--- src/ipt_pkg.sv ---
// Shared definitions for the interval partition table unit.
// Opcodes, status codes, default sizes and the control struct passed along the cell chain.
// No dependencies.
`default_nettype none

package ipt_pkg;

	// Default sizes, handed to the top level as parameter defaults
	localparam int DEF_MAX_ENTRIES  = 64;
	localparam int DEF_VERTEX_WIDTH = 32;

	// Edge count width is fixed by the command format
	localparam int DEG_W = 32;

	// Opcodes
	localparam logic [1:0] OP_APPEND = 2'd0;
	localparam logic [1:0] OP_SET    = 2'd1;
	localparam logic [1:0] OP_LOOKUP = 2'd2;

	// Status codes
	localparam logic [1:0] ST_OK        = 2'd0;
	localparam logic [1:0] ST_BAD_INDEX = 2'd1;
	localparam logic [1:0] ST_FULL      = 2'd2;
	localparam logic [1:0] ST_NOT_FOUND = 2'd3;

	// Control bits of one transaction in flight along the chain
	typedef struct packed {
		logic       valid;   // stage holds a transaction
		logic       wr;      // append or set that passed its checks
		logic       is_set;  // write replaces an existing entry
		logic       lookup;  // vertex lookup
		logic       hit;     // lookup matched in an earlier cell
		logic [1:0] status;  // status decided at the head
	} ctl_t;

endpackage

`default_nettype wire

--- src/ipt_head.sv ---
// Command decoder at the head of the cell chain: keeps the entry count and checks
// append and set against it. Depends on ipt_pkg.
`default_nettype none

module ipt_head import ipt_pkg::*; #(
	parameter int MAX_ENTRIES = DEF_MAX_ENTRIES,
	parameter int VERTEX_WIDTH = DEF_VERTEX_WIDTH,
	localparam int IDX_W = $clog2(MAX_ENTRIES),
	localparam int CNT_W = $clog2(MAX_ENTRIES + 1)
) (
	input  logic                    clk,
	input  logic                    arst_n,
	input  logic                    advance,
	input  logic                    cmd_valid,
	input  logic [1:0]              opcode,
	input  logic [IDX_W-1:0]        entry_index,
	input  logic [VERTEX_WIDTH-1:0] range_start,
	input  logic [VERTEX_WIDTH-1:0] range_end,
	input  logic [DEG_W-1:0]        edge_count,
	input  logic [VERTEX_WIDTH-1:0] vertex_id,
	output ctl_t                    next_ctl,
	output logic [IDX_W-1:0]        next_slot,
	output logic [CNT_W-1:0]        next_count,
	output logic [VERTEX_WIDTH-1:0] next_arg_a,
	output logic [VERTEX_WIDTH-1:0] next_arg_b,
	output logic [DEG_W-1:0]        next_deg
);

	localparam logic [CNT_W-1:0] MAX_CNT = CNT_W'(MAX_ENTRIES);

	logic [CNT_W-1:0]        count_q;
	logic [CNT_W-1:0]        count_d;
	ctl_t                    ctl_d;
	logic [IDX_W-1:0]        slot_d;
	ctl_t                    ctl_s1;
	logic [IDX_W-1:0]        slot_s1;
	logic [CNT_W-1:0]        count_s1;
	logic [VERTEX_WIDTH-1:0] arg_a_s1;
	logic [VERTEX_WIDTH-1:0] arg_b_s1;
	logic [DEG_W-1:0]        deg_s1;

	// Decode and check against the current entry count
	always_comb begin
		ctl_d       = '0;
		ctl_d.valid = 1'b1;
		ctl_d.status = ST_OK;
		slot_d      = entry_index;
		count_d     = count_q;
		case (opcode)
			OP_APPEND: begin
				slot_d = count_q[IDX_W-1:0];
				if (count_q >= MAX_CNT) begin
					ctl_d.status = ST_FULL;
				end else begin
					ctl_d.wr = 1'b1;
					count_d  = count_q + CNT_W'(1);
				end
			end
			OP_SET: begin
				if (CNT_W'(entry_index) < count_q) begin
					ctl_d.wr     = 1'b1;
					ctl_d.is_set = 1'b1;
				end else begin
					ctl_d.status = ST_BAD_INDEX;
				end
			end
			OP_LOOKUP: begin
				ctl_d.lookup = 1'b1;
			end
			default: begin
				// unused opcode: no change, status ok
			end
		endcase
	end

	// Entry count and stage valid
	always_ff @(posedge clk or negedge arst_n) begin
		if (!arst_n) begin
			count_q <= '0;
			ctl_s1  <= '0;
		end else if (advance) begin
			ctl_s1 <= cmd_valid ? ctl_d : '0;
			if (cmd_valid) begin
				count_q <= count_d;
			end
		end
	end

	// Payload stage; a lookup carries its vertex in the start field
	always_ff @(posedge clk) begin
		if (advance && cmd_valid) begin
			slot_s1  <= slot_d;
			count_s1 <= count_d;
			arg_a_s1 <= (opcode == OP_LOOKUP) ? vertex_id : range_start;
			arg_b_s1 <= range_end;
			deg_s1   <= edge_count;
		end
	end

	assign next_ctl   = ctl_s1;
	assign next_slot  = slot_s1;
	assign next_count = count_s1;
	assign next_arg_a = arg_a_s1;
	assign next_arg_b = arg_b_s1;
	assign next_deg   = deg_s1;

endmodule

`default_nettype wire

--- config.mk ---
export PLATFORM = sky130hd
export DESIGN_NAME = ipt_head
export DESIGN_NICKNAME = d
export VERILOG_FILES = /design/src/ipt_pkg.sv /design/src/ipt_head.sv
export SDC_FILE = /design/constraint.sdc
export NUM_CORES = 1
export LEC_CHECK = 0
export BUFFER_PORTS_ARGS = -buffer_cell sky130_fd_sc_hd__buf_2
export CORE_UTILIZATION = 46
export CTS_BUF_LIST = sky130_fd_sc_hd__clkbuf_8
export DETAILED_ROUTE_END_ITERATION = 10
export GPL_TIMING_DRIVEN = 0
export PLACE_DENSITY = 0.92
export SLEW_MARGIN = 20
export SYNTH_ARGS = -nofsm -noshare
export SYNTH_HDL_FRONTEND = slang
export SYNTH_SLANG_ARGS = --single-unit
--- constraint.sdc ---
create_clock -name clk -period 1.97 [get_ports clk]
set_input_delay 0.0985 -clock clk [delete_from_list [all_inputs] [get_ports clk]]
set_output_delay 0.0985 -clock clk [all_outputs]
set_load 0.02 [all_outputs]
==> flow_summary.toml <==
[route]
wl_per_cell_um = 19.96
postRouteAntennaNets = 0
wl_met1_um = 5230
drt_iter0_drc = 106
wl_met3_um = 1214
drt-total-wl_um = 15550
viasPerCell = 4.927
drc = 0
highest_layer = "met4"
drt_pass1_iterations = 4
wl_met2_um = 8342
vias = 3838

[setup_path]
rr_endpoint = "next_ctl[5]$_DFFE_PN0P_"
path_depth = 8
r2r_cells = 7
crit_required_ns = 2.26
crit_path_end = "next_ctl[5]$_DFFE_PN0P_"
crit_family = "buffers and inverters"
cpPeakStageDelay_ns = 0.52
cp_slowest_cell = "dlygate4sd3_1"
cp_cell_sequence = "dlygate4sd3_1 > buf_2 > nand2_8 > clkinvlp_4 > buf_12 > and2_1 > buf_6 > a221o_1"
r2r_setup_slack_ns = 0.24
start_kind = "primary input"
r2r-start = "count_q[4]$_DFFE_PN0P_"
cp-startpoint = "advance"
path_buf_inv = 5
critPathMaxFanout = 31
path_class = "in -> reg"
end_kind = "flip-flop"
worstPathArrival_ns = 2.16

[sta]
maxClockFrequency_mhz = 534.4
setup_viol = 0
rsz0062_at_grt = "no"
fin_crit_sh = 0.9499
setup_ws_ns = 0.09864
hold_viol_final = 0
post-route-min-period_ns = 1.871
skew_ns = 0.01022
setup_tns_ns = 0
report.final.slew_viol_count = 0

[finish]
multi_input_area_um2 = 875.8
layout.nets = 782
regArea_mm2 = 0.003598
fillers = 483
drive_above_1_share = 0.4784
syn_to_final_growth_pct = 69.95

[floorplanning]
die_y_um = 101.4
die_w_um = 101.4
rows = 35
die-area_mm2 = 0.01028
initial_core_util = 0.4825
pin_count = 256
core_area_mm2 = 0.009415

[clock_tree]
htree_levels = 4
cts_made_buffers = 17
post_cts_resized = 0
clockBufferDepth = 2
clock-sinks = 122
clk_latency_ns = 0.41
cts_tree = "yes"
cts-root-buf = "clkbuf_8"
clk_pin_slew_ns = 0.08

[worst_hold_path]
hp-class = "in -> reg"

[global_route]
grt_pass1_vias = 4196
grt_pass1_wl_um = 21920
grt_max_degree = 41
overflow = 0
antenna_found_initial = 2
grt_usage = 0.3012

[power_and_ir_drop]
cellLeakagePower_nw = 3.317
power_density_mw_per_mm2 = 852.5
peakVddDrop_mv = 0.5024

[synthesis]
netlist_top_cells_area = "edfxtp_1 72%, mux2_1 7.2%, dfrtp_1 7.2%"
yosysTopAreaCellShare = 0.7205
syn_nets = 379
synth_seq_cells = 122
syn_avg_cell_area_um2 = 19.58
yosysSeqAreaShare = 0.7921
yosysUniqueCellTypes = 31
synth_warnings = 0
postSynthCellCount = 232
synth_top_area_cell = "edfxtp_1"
syn_area_mm2 = 0.004543

[place]
dp_hpwl_um = 8569
place.gp.congestion = 0.8591
port_buffers = 254
dp_slack_ns = 0.1936

[job]
drv_cap = 0

[run_status]
status = "complete, no violations"
registers in the layout, indices dropped and copies added, names as in the netlist:
register    cells
next_slot       6
next_arg_a     32
next_count      7
count_q         7
next_deg       32
next_arg_b     32
next_ctl        6
cell usage in the layout (no fill, tap or decap), drive strengths merged, types with 2 or more instances in the layout:
cell	n
a21o	3
nand2b	2
ha	7
inv	14
o21ai	3
clkbuf	17
a22o	2
nand2	9
dfrtp	13
clkinv	5
nand4	3
mux2	38
clkinvlp	5
edfxtp	109
diode	2
dlygate4sd3	127
xnor2	10
buf	264
synth_stat cells (all sizes together):
library cell,count
nor3b,1
a31oi,1
dfrtp,13
buf,7
nand4b,1
nor4b,1
nand3,1
nor2b,1
and3,1
nor2,1
mux2,38
o2bb2ai,1
nand2,9
conb,1
nand4,3
xnor2,10
a21oi,1
ha,7
nor3,1
edfxtp,109
and2,1
a221o,1
o21ai,3
inv,10
o21bai,1
o22a,1
nand2b,2
a21o,3
a22o,2
metrics by stage:
stage | cell area, um2 | cells | hold WS [ns] | total power, mW | utilization
4_1_cts | 7696 | 775 | 0.0009830 | 6.521 | 0.8174
3_3_place_gp | 6000 | 615 | -0.004086 | 4.163 | 0.6372
6_report | 7721 | 779 | 0.03260 | 6.582 | 0.8201
5_1_grt | 7721 | 779 | 0.006525 | 6.821 | 0.8201
2_1_floorplan | 4567 | 232 | -0.1971 | 3.803 | -
3_5_place_dp | 6067 | 618 | 0.002477 | 4.228 | 0.6444
layout make-up:
class | instances | share of cell area
flip-flops and latches | 122 | 0.4661
repair buffers | 384 | 0.3380
multi-input cells | 93 | 0.1134
clock buffers | 17 | 0.03030
well taps | 129 | 0.02090
clock inverters | 15 | 0.01864
plain buffers | 7 | 0.006644
inverters | 10 | 0.005348
diodes | 2 | 0.0006482
routing by layer:
metal  track usage  up-vias
met5             0        -
met2        0.5610      226
met3        0.1014       62
met4        0.1695        0
met1        0.2890     1858
li1              -     1692
report_power, final:
part | internal (mW) | switching, mW | total, mW
clock | 1.02 | 1.12 | 2.14
combinational | 0.591 | 0.652 | 1.24
sequential | 3.08 | 0.121 | 3.20
worst reg2reg max path, delay by kind of cell (launching register included):
family | cells | cell delay [ns]
adders and majority gates | 1 | 0.29
DFF | 1 | 0.32
AOI/OAI and AO/OA | 4 | 0.76
buffers and inverters | 2 | 0.24
how the worst min path moves through the flow:
stage	startpoint	end	slack, ns	cells past startpoint
floorplan	arst_n	count_q[0]$_DFFE_PN0P_	-0.20	0
global placement	arst_n	next_ctl[0]$_DFFE_PN0P_	-0.004	1
detailed placement	arst_n	count_q[1]$_DFFE_PN0P_	0.002	1
CTS	entry_index[5]	next_slot[5]$_DFFE_PP_	0.001	2
global route	entry_index[5]	next_slot[5]$_DFFE_PP_	0.007	2
finish	entry_index[5]	next_slot[5]$_DFFE_PP_	0.03	2
kinds of logic (layout without fill, tap and decap cells):
group,Yosys count,in the layout,synth area share
mux,38,38,0.09419
simple gates,23,23,0.03333
buf+inv,17,433,0.01873
fa+ha+maj,7,7,0.01928
flops,122,122,0.7921
compound gates,14,14,0.02231
xor+xnor,10,10,0.01928
other cells,1,3,0.0008254
timing repair:
action                                 in CTS  in global routing
buffers inserted                            0                  0
hold buffers                              125                  2
endpoints found under the hold margin     110                  2
Note: power is estimated with default switching activity, not from simulation.
