[src/ipt_pkg.sv]
// Shared definitions for the interval partition table unit.
// Opcodes, status codes, default sizes and the control struct passed along the cell chain.
// No dependencies.
`default_nettype none

package ipt_pkg;

	// Default sizes, handed to the top level as parameter defaults
	localparam int DEF_MAX_ENTRIES  = 64;
	localparam int DEF_VERTEX_WIDTH = 32;

	// Edge count width is fixed by the command format
	localparam int DEG_W = 32;

	// Opcodes
	localparam logic [1:0] OP_APPEND = 2'd0;
	localparam logic [1:0] OP_SET    = 2'd1;
	localparam logic [1:0] OP_LOOKUP = 2'd2;

	// Status codes
	localparam logic [1:0] ST_OK        = 2'd0;
	localparam logic [1:0] ST_BAD_INDEX = 2'd1;
	localparam logic [1:0] ST_FULL      = 2'd2;
	localparam logic [1:0] ST_NOT_FOUND = 2'd3;

	// Control bits of one transaction in flight along the chain
	typedef struct packed {
		logic       valid;   // stage holds a transaction
		logic       wr;      // append or set that passed its checks
		logic       is_set;  // write replaces an existing entry
		logic       lookup;  // vertex lookup
		logic       hit;     // lookup matched in an earlier cell
		logic [1:0] status;  // status decided at the head
	} ctl_t;

endpackage

`default_nettype wire

[src/ipt_tail.sv]
// End of the cell chain: keeps the running edge total, forms the result and holds it
// in the output register. Also produces the chain advance. Depends on ipt_pkg.
`default_nettype none

module ipt_tail import ipt_pkg::*; #(
	parameter int MAX_ENTRIES = DEF_MAX_ENTRIES,
	localparam int IDX_W = $clog2(MAX_ENTRIES),
	localparam int CNT_W = $clog2(MAX_ENTRIES + 1),
	localparam int SUM_W = DEG_W + IDX_W
) (
	input  logic             clk,
	input  logic             arst_n,
	input  ctl_t             prev_ctl,
	input  logic [CNT_W-1:0] prev_count,
	input  logic [DEG_W-1:0] prev_deg,
	input  logic [DEG_W-1:0] prev_old_deg,
	input  logic [IDX_W-1:0] prev_hit_idx,
	input  logic             rsp_stall,
	output logic             advance,
	output logic             rsp_valid,
	output logic [1:0]       status,
	output logic [IDX_W-1:0] partition_index,
	output logic [SUM_W-1:0] total_edges,
	output logic [CNT_W-1:0] stored_entries
);

	logic             rsp_valid_q;
	logic [SUM_W-1:0] sum_q;
	logic [SUM_W-1:0] sum_d;
	logic [1:0]       status_d;
	logic [IDX_W-1:0] part_d;
	logic             load;
	logic [1:0]       status_q;
	logic [IDX_W-1:0] part_q;
	logic [CNT_W-1:0] count_q;

	// Chain moves unless a finished transaction would overrun a stalled result
	assign advance = !(prev_ctl.valid && rsp_valid_q && rsp_stall);
	assign load    = prev_ctl.valid && advance;

	// Running total: a set removes the old count, an append has old count zero
	always_comb begin
		sum_d = sum_q;
		if (prev_ctl.wr) begin
			sum_d = sum_q + SUM_W'(prev_deg) - SUM_W'(prev_old_deg);
		end
		status_d = prev_ctl.status;
		part_d   = '0;
		if (prev_ctl.lookup) begin
			if (prev_ctl.hit) begin
				status_d = ST_OK;
				part_d   = prev_hit_idx;
			end else begin
				status_d = ST_NOT_FOUND;
			end
		end
	end

	// Result valid and edge total
	always_ff @(posedge clk or negedge arst_n) begin
		if (!arst_n) begin
			rsp_valid_q <= 1'b0;
			sum_q       <= '0;
		end else if (load) begin
			rsp_valid_q <= 1'b1;
			sum_q       <= sum_d;
		end else if (!rsp_stall) begin
			rsp_valid_q <= 1'b0;
		end
	end

	// Result payload
	always_ff @(posedge clk) begin
		if (load) begin
			status_q <= status_d;
			part_q   <= part_d;
			count_q  <= prev_count;
		end
	end

	assign rsp_valid       = rsp_valid_q;
	assign status          = status_q;
	assign partition_index = part_q;
	assign total_edges     = sum_q;
	assign stored_entries  = count_q;

endmodule

`default_nettype wire

[config.mk]
export PLATFORM = sky130hd
export DESIGN_NAME = ipt_tail
export DESIGN_NICKNAME = d
export VERILOG_FILES = /design/src/ipt_pkg.sv /design/src/ipt_tail.sv
export SDC_FILE = /design/constraint.sdc
export NUM_CORES = 1
export LEC_CHECK = 0
export BUFFER_PORTS_ARGS = -buffer_cell sky130_fd_sc_hd__buf_2
export CAP_MARGIN = 20
export CORE_ASPECT_RATIO = 1.5
export CORE_MARGIN = 3
export CORE_UTILIZATION = 54
export CTS_BUF_LIST = sky130_fd_sc_hd__clkbuf_16
export CTS_CLUSTER_SIZE = 25
export DETAILED_ROUTE_END_ITERATION = 10
export PLACE_DENSITY = 0.91
export SLEW_MARGIN = 20
export SYNTH_ARGS = -nofsm -noshare
export SYNTH_HDL_FRONTEND = slang
export SYNTH_SLANG_ARGS = --single-unit
[constraint.sdc]
create_clock -name clk -period 3.7 [get_ports clk]
set_input_delay 0.74 -clock clk [delete_from_list [all_inputs] [get_ports clk]]
set_output_delay 0.74 -clock clk [all_outputs]
set_load 0.02 [all_outputs]
==> summary.md <==
| Metric | Value |
|---|---|
| Outcome | finished clean |
| R2r startpoint | total_edges[1] |
| Port bufs | 140 |
| Setup bufs post-CTS | 0 |
| Worst path required time | 3860 ps |
| Reg2reg end | total_edges[35] |
| Antenna Cells | 0 |
| Fin util | 0.6579 |
| Worst slew pin tran | ~950 ps |
| Worst-case clock buffer depth | 2 |
| Post-synth top area cell | dfrtp_1 |
| Adder-cell share of the synthesized area | 0.2163 |
| Synth Net Count | 770 |
| Synth Area in Simple Gates | 0.1147 |
| Hpwl dp | 10,780 um |
| Peak supply drop | between 0.6 and 0.7 mV |
| Clock Sinks | 54 |
| DR vias/cell | ~5.5 |
| Fin crit share | 0.9220 |
| Reg2Reg Setup Slack | between 400 and 500 ps |
| Sequential area share after synthesis | 0.2764 |
| First-pass GRT wire length | 22,020 um |
| Hold Path Depth | 1 |
| DRC Markers | 0 |
| Routed wire length | about 13,000 um |
| Share of the synthesized area in the top cell type | 0.1891 |
| Startpoint Class | primary input |
| Max_cap viols | 0 |
| Post-route ant nets | 0 |
| Final worst setup slack | a little under 300 ps |
| Ports | 142 |
| Pre-CTS setup slack | 29.66 ps |
| Mapped Cells | about 610 |
| Slowest stage cell, crit path | fa_1 |
| Setup-failing EPs final | 0 |
| Final Hold Violating Endpoints | 0 |
| P_leak | between 3 and 4 nW |
| H-tree depth | 2 |
| Die height | approximately 130 um |
| Clk_lat worst skew | around 300 ps |
| Crit path max fanout | 3 |
| Syn avg cell area | 8.418 sq um |
| Largest family of logic cells by synthesized area | adder cells |
| Compound-gate portion of the synthesized area | 0.1947 |
| RSZ-0062 raised after global routing | false |
| Post-synthesis xor/xnor area fraction | 0.05771 |
| Max-slew headroom | 0.3645 |
| Hold WS | between 400 and 500 ps |
| Chip width | 85.82 um |
| Pwr/cell area | a little under 1000 nW/um^2 |
| Clock Skews | about 4.9 ps |
| Hold Path Class | reg -> reg |
| Synthesized area | about 5200 sq um |
| CTS tree | built |
| Root Buffer | clkbuf_16 |
| Slew Limit Fails | 0 |
| Area growth, synth to finish | 18.67% |
| Initial DRC count | around 260 |
| Crit path cell chain | buf_2, inv_1, fa_1, inv_1, ha_1, a21o_1, nand4_1, a211oi_1, o31ai_1, a211oi_2, a31oi_1, nor3b_2, xor2_1, mux2i_1 |
| Vias in the first global route | between 4k and 5k |
| Vias | approximately 4.7k |
| Hold worst-path end | total_edges[37] |
| Critical Path AT | ~3600 ps |
| Setup crit end kind | flop |
| Mux cell area share after synthesis | 0.01237 |
| Fmax | a little under 300 MHz |
| Post-layout minimum cycle time | roughly 3400 ps |
| Worst path most repeated cell | inv_1 |
| Resized Gates After CTS | 0 |
| Critical path class | in -> reg |
| Core ar. | 9308 sq um |
| Largest cells by area after synthesis | dfrtp_1 (19%), fa_1 (12%), inv_1 (10%), ha_1 (9.2%), edfxtp_1 (8.7%) |
| Setup TNS | 0 ps |
| Final nets | 900 |
| Clk pin slew, worst setup/hold paths | approximately 80 ps |
| Min-delay src | total_edges[37] |
| TritonRoute pass-1 iters | 5 |
| Die area | between 10,000 and 15,000 sq um |
| Cell row count | 43 |
| Total GRT Usage | 0.2537 |
| Slowest stage delay, CP | about 590 ps |
| Ys Warns | 0 |
| #FFs+latches synth | 54 |
| Final GP Congestion | just under 0.9 |
| Initial core utilization | 0.5544 |
| Drt wl/cell | between 15 and 20 um |
| Netlist cell types | 54 |
| Placed Instance Area | about 6000 sq um |
| Largest net degree at the start of global routing | 40 |
| GRT overflow | 0 |
| Post-route cell area | 6123 sq um |
| R2R cell count | 13 |
| Layout cells sized above 1 | 0.2406 |
| CTS hold repair buffers | 0 |
| Cts bufs inserted | 5 |
| Initial antenna violation count | 0 |
==> registers in the layout, summed over array words and instances, names as in the netlist <==
name and cells:
partition_index 6, status 2, rsp_valid 1, stored_entries 7, total_edges 38
==> cell families (layout without fill, tap and decap cells) <==
kind of cell	count (synthesis)	in the layout
AOI/OAI and AO/OA	155	155
buffers and inverters	170	301
muxes	6	6
and+or+nand+nor	124	124
adders and majority gates	70	70
xor gates and xnor gates	34	34
DFF	54	54
==> cell usage in the layout, fill, tap and decap left out, types with 3 or more instances in the layout <==
master     count
and3_1         7
a21oi_1       41
o21ai_0       47
a21o_1        19
a21boi_1       3
edfxtp_1      15
buf_4         10
xor2_1        19
mux2_2         3
o21ai_1        8
nand3_1        6
dfrtp_1       39
mux2i_1        3
fa_1          32
inv_1        144
clkbuf_16      5
buf_2        140
nor3_1         5
ha_1          38
nor2_1        13
nand2_1       60
nand2b_1       3
nand4_1       17
o21bai_1       7
and4_1         3
a31oi_1        5
a21oi_2        3
xnor2_1       15
==> through the flow <==
| step | power [mW] | instances |
|---|---|---|
| floorplan | 4.237 | 613 |
| CTS | 5.949 | 856 |
| finish | 5.986 | 856 |
| global route | 6.494 | 856 |
| detailed placement | 5.348 | 848 |
| global placement | 5.191 | 848 |
==> cell usage after synthesis, drive strengths merged <==
cell and count:
a211oi 3, a21boi 3, a21o 20, a21oi 46, a221oi 1, a31o 1
a31oi 5, and2 2, and3 7, and4 3, buf 9, clkbuf 18
dfrtp 39, edfxtp 15, fa 32, ha 38, inv 143, mux2 3
mux2i 3, nand2 61, nand2b 3, nand3 6, nand4 17, nor2 13
nor2b 1, nor3 5, nor3b 1, nor4 1, o211ai 1, o21a 2
o21ai 57, o21bai 8, o221a 2, o221ai 1, o31ai 3, o41ai 2
or2 1, or3 2, or4 1, xnor2 15, xor2 19
==> worst max-delay path: cells and delay by family <==
kind / cells / cell delay [ps]
buffers and inverters: 3 / 200
multiplexers: 1 / 100
AO/OA/AOI/OAI: 5 / 1210
XOR/XNOR: 1 / 150
adder cells (fa/ha/maj): 2 / 860
AND/OR/NAND/NOR: 2 / 310
==> where the power goes <==
| group | internal (mW) | total [mW] | switching (mW) |
|---|---|---|---|
| sequential | 0.826 | 0.991 | 0.165 |
| clock | 0.320 | 0.565 | 0.245 |
| combinational | 1.74 | 4.43 | 2.69 |
| total | 2.89 | 5.99 | 3.10 |
==> cell type report <==
cell class              count  area [sq um]
repair buffers            150         775.7
well taps                 112         140.1
fillers                   784          3184
clock inverters             3         42.54
clock buffers               5         125.1
inverters                 143         536.8
flip-flops and latches     54          1426
multi-input cells         389          3077
==> metal layers <==
| layer | vias to the layer above | wire length (um) | GRT usage |
|---|---|---|---|
| met2 | 178 | 7374 | 0.4849 |
| met3 | 51 | 647 | 0.02814 |
| met5 | - | 0 | 0 |
| met4 | 0 | 576 | 0.1109 |
| met1 | 2216 | 4754 | 0.2733 |
| li1 | 2253 | - | - |
==> how the worst max path moves through the flow <==
stage | endpoint | depth (start not counted) | start
2_1_floorplan | total_edges[36] | 14 | prev_deg[9]
6_report | total_edges[35] | 14 | prev_deg[1]
4_1_cts | total_edges[35] | 14 | prev_deg[1]
3_5_place_dp | total_edges[35] | 14 | prev_deg[1]
5_1_grt | total_edges[35] | 14 | prev_deg[3]
3_3_place_gp | total_edges[35] | 14 | prev_deg[1]
No activity file was read; power rests on OpenSTA's default activity.
