==> config.mk <==
export PLATFORM = sky130hd
export DESIGN_NAME = ipt_cell
export DESIGN_NICKNAME = d
export VERILOG_FILES = /design/src/ipt_pkg.sv /design/src/ipt_cell.sv
export SDC_FILE = /design/constraint.sdc
export NUM_CORES = 1
export LEC_CHECK = 0
export ABC_AREA = 1
export BUFFER_PORTS_ARGS = -buffer_cell sky130_fd_sc_hd__buf_4
export CORE_MARGIN = 2
export CORE_UTILIZATION = 40
export DETAILED_ROUTE_END_ITERATION = 8
export GPL_TIMING_DRIVEN = 0
export PLACE_DENSITY = 0.77
export SETUP_SLACK_MARGIN = 0.3
export SLEW_MARGIN = 30
export SYNTH_ARGS = -nofsm -noshare
export SYNTH_HDL_FRONTEND = slang
export SYNTH_SLANG_ARGS = --single-unit
==> constraint.sdc <==
create_clock -name clk -period 2.17 [get_ports clk]
set_clock_uncertainty 0.15 [all_clocks]
set_input_delay 0.5425 -clock clk [delete_from_list [all_inputs] [get_ports clk]]
set_output_delay 0.5425 -clock clk [all_outputs]
set_load 0.005 [all_outputs]
==> src/ipt_pkg.sv <==
// Shared definitions for the interval partition table unit.
// Opcodes, status codes, default sizes and the control struct passed along the cell chain.
// No dependencies.
`default_nettype none

package ipt_pkg;

	// Default sizes, handed to the top level as parameter defaults
	localparam int DEF_MAX_ENTRIES  = 64;
	localparam int DEF_VERTEX_WIDTH = 32;

	// Edge count width is fixed by the command format
	localparam int DEG_W = 32;

	// Opcodes
	localparam logic [1:0] OP_APPEND = 2'd0;
	localparam logic [1:0] OP_SET    = 2'd1;
	localparam logic [1:0] OP_LOOKUP = 2'd2;

	// Status codes
	localparam logic [1:0] ST_OK        = 2'd0;
	localparam logic [1:0] ST_BAD_INDEX = 2'd1;
	localparam logic [1:0] ST_FULL      = 2'd2;
	localparam logic [1:0] ST_NOT_FOUND = 2'd3;

	// Control bits of one transaction in flight along the chain
	typedef struct packed {
		logic       valid;   // stage holds a transaction
		logic       wr;      // append or set that passed its checks
		logic       is_set;  // write replaces an existing entry
		logic       lookup;  // vertex lookup
		logic       hit;     // lookup matched in an earlier cell
		logic [1:0] status;  // status decided at the head
	} ctl_t;

endpackage

`default_nettype wire

==> src/ipt_cell.sv <==
// One table cell: holds a single interval entry, applies writes aimed at its slot
// and matches lookups as transactions pass by. Depends on ipt_pkg.
`default_nettype none

module ipt_cell import ipt_pkg::*; #(
	parameter int MAX_ENTRIES = DEF_MAX_ENTRIES,
	parameter int VERTEX_WIDTH = DEF_VERTEX_WIDTH,
	parameter int CELL_IDX = 0,
	localparam int IDX_W = $clog2(MAX_ENTRIES),
	localparam int CNT_W = $clog2(MAX_ENTRIES + 1)
) (
	input  logic                    clk,
	input  logic                    arst_n,
	input  logic                    advance,
	input  ctl_t                    prev_ctl,
	input  logic [IDX_W-1:0]        prev_slot,
	input  logic [CNT_W-1:0]        prev_count,
	input  logic [VERTEX_WIDTH-1:0] prev_arg_a,
	input  logic [VERTEX_WIDTH-1:0] prev_arg_b,
	input  logic [DEG_W-1:0]        prev_deg,
	input  logic [DEG_W-1:0]        prev_old_deg,
	input  logic [IDX_W-1:0]        prev_hit_idx,
	output ctl_t                    next_ctl,
	output logic [IDX_W-1:0]        next_slot,
	output logic [CNT_W-1:0]        next_count,
	output logic [VERTEX_WIDTH-1:0] next_arg_a,
	output logic [VERTEX_WIDTH-1:0] next_arg_b,
	output logic [DEG_W-1:0]        next_deg,
	output logic [DEG_W-1:0]        next_old_deg,
	output logic [IDX_W-1:0]        next_hit_idx
);

	localparam logic [IDX_W-1:0] MY_SLOT = IDX_W'(CELL_IDX);
	localparam logic [CNT_W-1:0] MY_CNT  = CNT_W'(CELL_IDX);

	// Entry storage, undefined until written
	logic [VERTEX_WIDTH-1:0] start_q;
	logic [VERTEX_WIDTH-1:0] end_q;
	logic [DEG_W-1:0]        deg_q;

	logic                    wr_hit;
	logic                    match;
	ctl_t                    ctl_d;
	ctl_t                    ctl_s1;
	logic [IDX_W-1:0]        slot_s1;
	logic [CNT_W-1:0]        count_s1;
	logic [VERTEX_WIDTH-1:0] arg_a_s1;
	logic [VERTEX_WIDTH-1:0] arg_b_s1;
	logic [DEG_W-1:0]        deg_s1;
	logic [DEG_W-1:0]        old_deg_s1;
	logic [IDX_W-1:0]        hit_idx_s1;

	// Write aimed at this slot; lookup match only on a stored entry
	always_comb begin
		wr_hit = prev_ctl.valid && prev_ctl.wr && (prev_slot == MY_SLOT);
		match  = prev_ctl.valid && prev_ctl.lookup && !prev_ctl.hit &&
			(MY_CNT < prev_count) &&
			(prev_arg_a >= start_q) && (prev_arg_a <= end_q);
		ctl_d = prev_ctl;
		if (match) begin
			ctl_d.hit = 1'b1;
		end
	end

	// Control to the next cell
	always_ff @(posedge clk or negedge arst_n) begin
		if (!arst_n) begin
			ctl_s1 <= '0;
		end else if (advance) begin
			ctl_s1 <= ctl_d;
		end
	end

	// Payload to the next cell, entry update
	always_ff @(posedge clk) begin
		if (advance) begin
			slot_s1    <= prev_slot;
			count_s1   <= prev_count;
			arg_a_s1   <= prev_arg_a;
			arg_b_s1   <= prev_arg_b;
			deg_s1     <= prev_deg;
			old_deg_s1 <= (wr_hit && prev_ctl.is_set) ? deg_q : prev_old_deg;
			hit_idx_s1 <= match ? MY_SLOT : prev_hit_idx;
			if (wr_hit) begin
				start_q <= prev_arg_a;
				end_q   <= prev_arg_b;
				deg_q   <= prev_deg;
			end
		end
	end

	assign next_ctl     = ctl_s1;
	assign next_slot    = slot_s1;
	assign next_count   = count_s1;
	assign next_arg_a   = arg_a_s1;
	assign next_arg_b   = arg_b_s1;
	assign next_deg     = deg_s1;
	assign next_old_deg = old_deg_s1;
	assign next_hit_idx = hit_idx_s1;

endmodule

`default_nettype wire

==> results.sh <==
export IMPL_status="finished clean"
export IMPL_areaGrowthSynthToFinish_pct=51.4
export IMPL_clock_sinks=250
export IMPL_cts_buffer_depth=3
export IMPL_finalHoldViolations=0
export IMPL_die_w_um=161
export IMPL_grt_pass1_vias=7018
export IMPL_p_sw_share_pct=21.0
export IMPL_yosys_warnings=0
export IMPL_yosys_area_share_simple_pct=9.54
export IMPL_grt_pass1_wl_um=38200
export IMPL_synth_xor_area_share_pct=0
export IMPL_min_path_type="input pin to flip-flop"
export IMPL_grt_usage_pct=19.4
export IMPL_numCtsBuffers=27
export IMPL_core_area_um2=24200
export IMPL_slew_headroom_pct=42.6
export IMPL_vias_per_cell=4.73
export IMPL_ant_nets=0
export IMPL_ir_drop_mv=0.671
export IMPL_worstPathCellList="inv_1 > ha_1 > a21oi_1 > o21ai_0 > nand2_1 > nand3_1 > nor2_1 > a21oi_2 > nand2_2 > clkinv_4 > nor2_4"
export IMPL_antenna_found_initial=2
export IMPL_rows=57
export IMPL_setup_ws_ns=0.108
export IMPL_fin_hold_ws_ns=0.0387
export IMPL_clk_pin_slew_ns=0.06
export IMPL_pwr_share_clk_pct=40.2
export IMPL_yosysSeqAreaShare_pct=76.3
export IMPL_ys_flop_type="edfxtp_1"
export IMPL_period_needed_ns=2.06
export IMPL_gp_congestion=0.791
export IMPL_avgSynthCellArea_um2=14.5
export IMPL_num_vias=6631
export IMPL_setup_violations_final=0
export IMPL_p_comb_share_pct=9.3
export IMPL_rsz0062_at_grt="yes"
export IMPL_synthMuxAreaShare_pct=0
export IMPL_synth_largest_area_cell="edfxtp_1"
export IMPL_die_area_um2=25800
export IMPL_fillers=1794
export IMPL_crit_arrival_ns=2.29
export IMPL_path_max_fanout=6
export IMPL_first_pass_iters=5
export IMPL_synth_fa_ha_area_share_pct=8.17
export IMPL_synth_edf_count=243
export IMPL_cpPeakStageDelay_ns=0.35
export IMPL_grt_overflow_total=0
export IMPL_synth_cells=675
export IMPL_syn_area_um2=9800
export IMPL_fin_crit_sh_pct=95.0
export IMPL_start_kind="flip-flop"
export IMPL_synthTopCellsByCount="edfxtp_1 (243), nand2_1 (146), inv_1 (85)"
export IMPL_ys_types=20
export IMPL_final_core_util_pct=61.4
export IMPL_drv_slew=0
export IMPL_drc=0
export IMPL_critPathBufInv=2
export IMPL_pin_count=311
export IMPL_hpwl_um=17200
export IMPL_end_kind="flip-flop"
export IMPL_synth_compound_area_share_pct=2.27
export IMPL_fmax_mhz=485
export IMPL_crit_required_ns=2.40
export IMPL_drive_gt1_share_pct=45.7
export IMPL_synth_nets=896
export IMPL_worst_slew_pin_slew_ns=0.862
export IMPL_yosysMostFrequentCell="edfxtp_1"
export IMPL_power_total_uw=11200
export IMPL_final_nets=1276
export IMPL_synth_top_family_by_area="simple AND/OR/NAND/NOR gates"
export IMPL_critPathTopFamily="simple AND/OR/NAND/NOR gates"
export IMPL_cap_violations=0
export IMPL_netlist_top_cells_area="edfxtp_1 (74%), ha_1 (8.2%), nand2_1 (5.6%)"
export IMPL_switching_power_uw=2340
export IMPL_synthArstFlopShare_pct=2.80
export IMPL_htreeDepth=1
export IMPL_tritoncts="built"
export IMPL_ys_seq_elements=250
export IMPL_drt_iter0_markers=337
export IMPL_wl_per_cell_um=18.7
export IMPL_critPathKind="flip-flop to flip-flop"
export IMPL_initial_core_util_pct=40.5
export IMPL_pwr_share_seq_pct=50.5
export IMPL_drt_wl_total_um=26100
export IMPL_cts_root_buffer="clkbuf_16"
export IMPL_cpMaxStageDelayCell="edfxtp_1"
export IMPL_grt_max_degree=60
export IMPL_insertion_delay_ns=0.52
export IMPL_yosysTopAreaCellShare_pct=74.5
export IMPL_post_place_ws_ns=-1.13
export IMPL_internal_power_uw=8810
export IMPL_die_h_um=161
export IMPL_pwr_density_cell_nw_per_um2=752
export IMPL_p_leak_uw=0.00632
export IMPL_io_buffer_count=309
[layer usage]
metal | part of all wire (%) | up-vias | GRT usage [%]
li1 | - | 3156 | -
met1 | 39 | 3179 | 23.4
met2 | 52 | 233 | 34.6
met3 | 5.1 | 63 | 3.18
met4 | 4.4 | 0 | 8.11
met5 | 0 | - | 0
[cells by family (layout without fill, tap and decap cells)]
| group | after synthesis | in the layout |
|---|---|---|
| adders and majority gates | 64 | 64 |
| buffers and inverters | 96 | 496 |
| other | 0 | 2 |
| and+or+nand+nor | 223 | 223 |
| AOI/OAI and AO/OA | 42 | 42 |
| DFF | 250 | 250 |
[final timing paths]
kind	to	slack (ns)	from	cells past startpoint
max	next_hit_idx[5]	0.11	start_q[27]	11
min	next_slot[0]	0.04	prev_slot[0]	1
max reg2reg	next_hit_idx[5]	0.11	start_q[27]	11
min reg2reg	next_ctl[3]	0.33	next_ctl[3]	2
max in group asynchronous	next_ctl[6]	1.49	arst_n	2
min in group asynchronous	next_ctl[5]	0.23	arst_n	2
[worst reg2reg max path: cells and delay by family (launching register included)]
kind | cells | cell delay, ns
compound gates | 3 | 0.36
fa+ha+maj | 1 | 0.23
buf+inv | 2 | 0.17
flops | 1 | 0.35
simple gates | 5 | 0.66
[through the flow]
| step | cell area, µm² | TNS, ns | instances |
|---|---|---|---|
| floorplan | 9930 | -50.40 | 675 |
| global placement | 12700 | -253.98 | 1308 |
| detailed placement | 12700 | -102.66 | 1311 |
| CTS | 14500 | 0 | 1392 |
| global route | 14800 | -0.380 | 1401 |
| finish | 14800 | 0 | 1401 |
[power groups by stage]
stage | registers (µW) | clock network (µW) | logic (µW)
after floorplan | 5760 | 0 | 162
after global placement | 5730 | 0 | 928
after detailed placement | 5730 | 0 | 963
after CTS | 5630 | 4560 | 1010
after global routing | 5650 | 4740 | 1120
final | 5630 | 4490 | 1040
[what timing repair did]
| item | CTS | global route |
|---|---|---|
| setup endpoints to repair | 139 | 135 |
| pin swaps | 34 | 24 |
| hold buffers | 1 | 0 |
| gates resized for setup | 104 | 51 |
| hold endpoints to repair | 7 | 0 |
| gates cloned | 15 | 2 |
| setup buffers | 16 | 5 |
[cell usage in the layout (no fill, tap or decap), types with 5 or more instances in the layout]
master     count
a21oi_1       28
buf_12        10
buf_16        15
buf_4        310
buf_6          9
buf_8          9
clkbuf_1      13
clkbuf_16     29
clkinv_1       5
dfrtp_1        7
edfxtp_1     243
ha_1          52
ha_4          12
inv_1         79
inv_2          5
nand2_1      104
nand2_2       35
nand2_4        7
nand3_1       13
nand3_2       17
nand4_1        8
nor2_1        16
nor2_2         6
o21ai_0        5
[flip-flops by register name, summed over array words and instances, names as in the netlist]
name,flops
deg_q,32
end_q,32
next_arg_a,32
next_arg_b,32
next_deg,32
next_old_deg,32
start_q,32
next_count,7
next_ctl,7
next_hit_idx,6
next_slot,6
[area by class of cell]
type / instances / area [µm²] / area share (%)
Antenna cell: 2 / 5.00 / 0.0337
Buffer: 11 / 113 / 0.759
Clock buffer: 37 / 723 / 4.87
Clock inverter: 12 / 139 / 0.936
Inverter: 85 / 324 / 2.18
Multi-Input combinational cell: 329 / 2470 / 16.7
Sequential cell: 250 / 7470 / 50.4
Tap cell: 324 / 405 / 2.73
Timing Repair Buffer: 351 / 3180 / 21.4
Power figures use the tool's default switching activity.
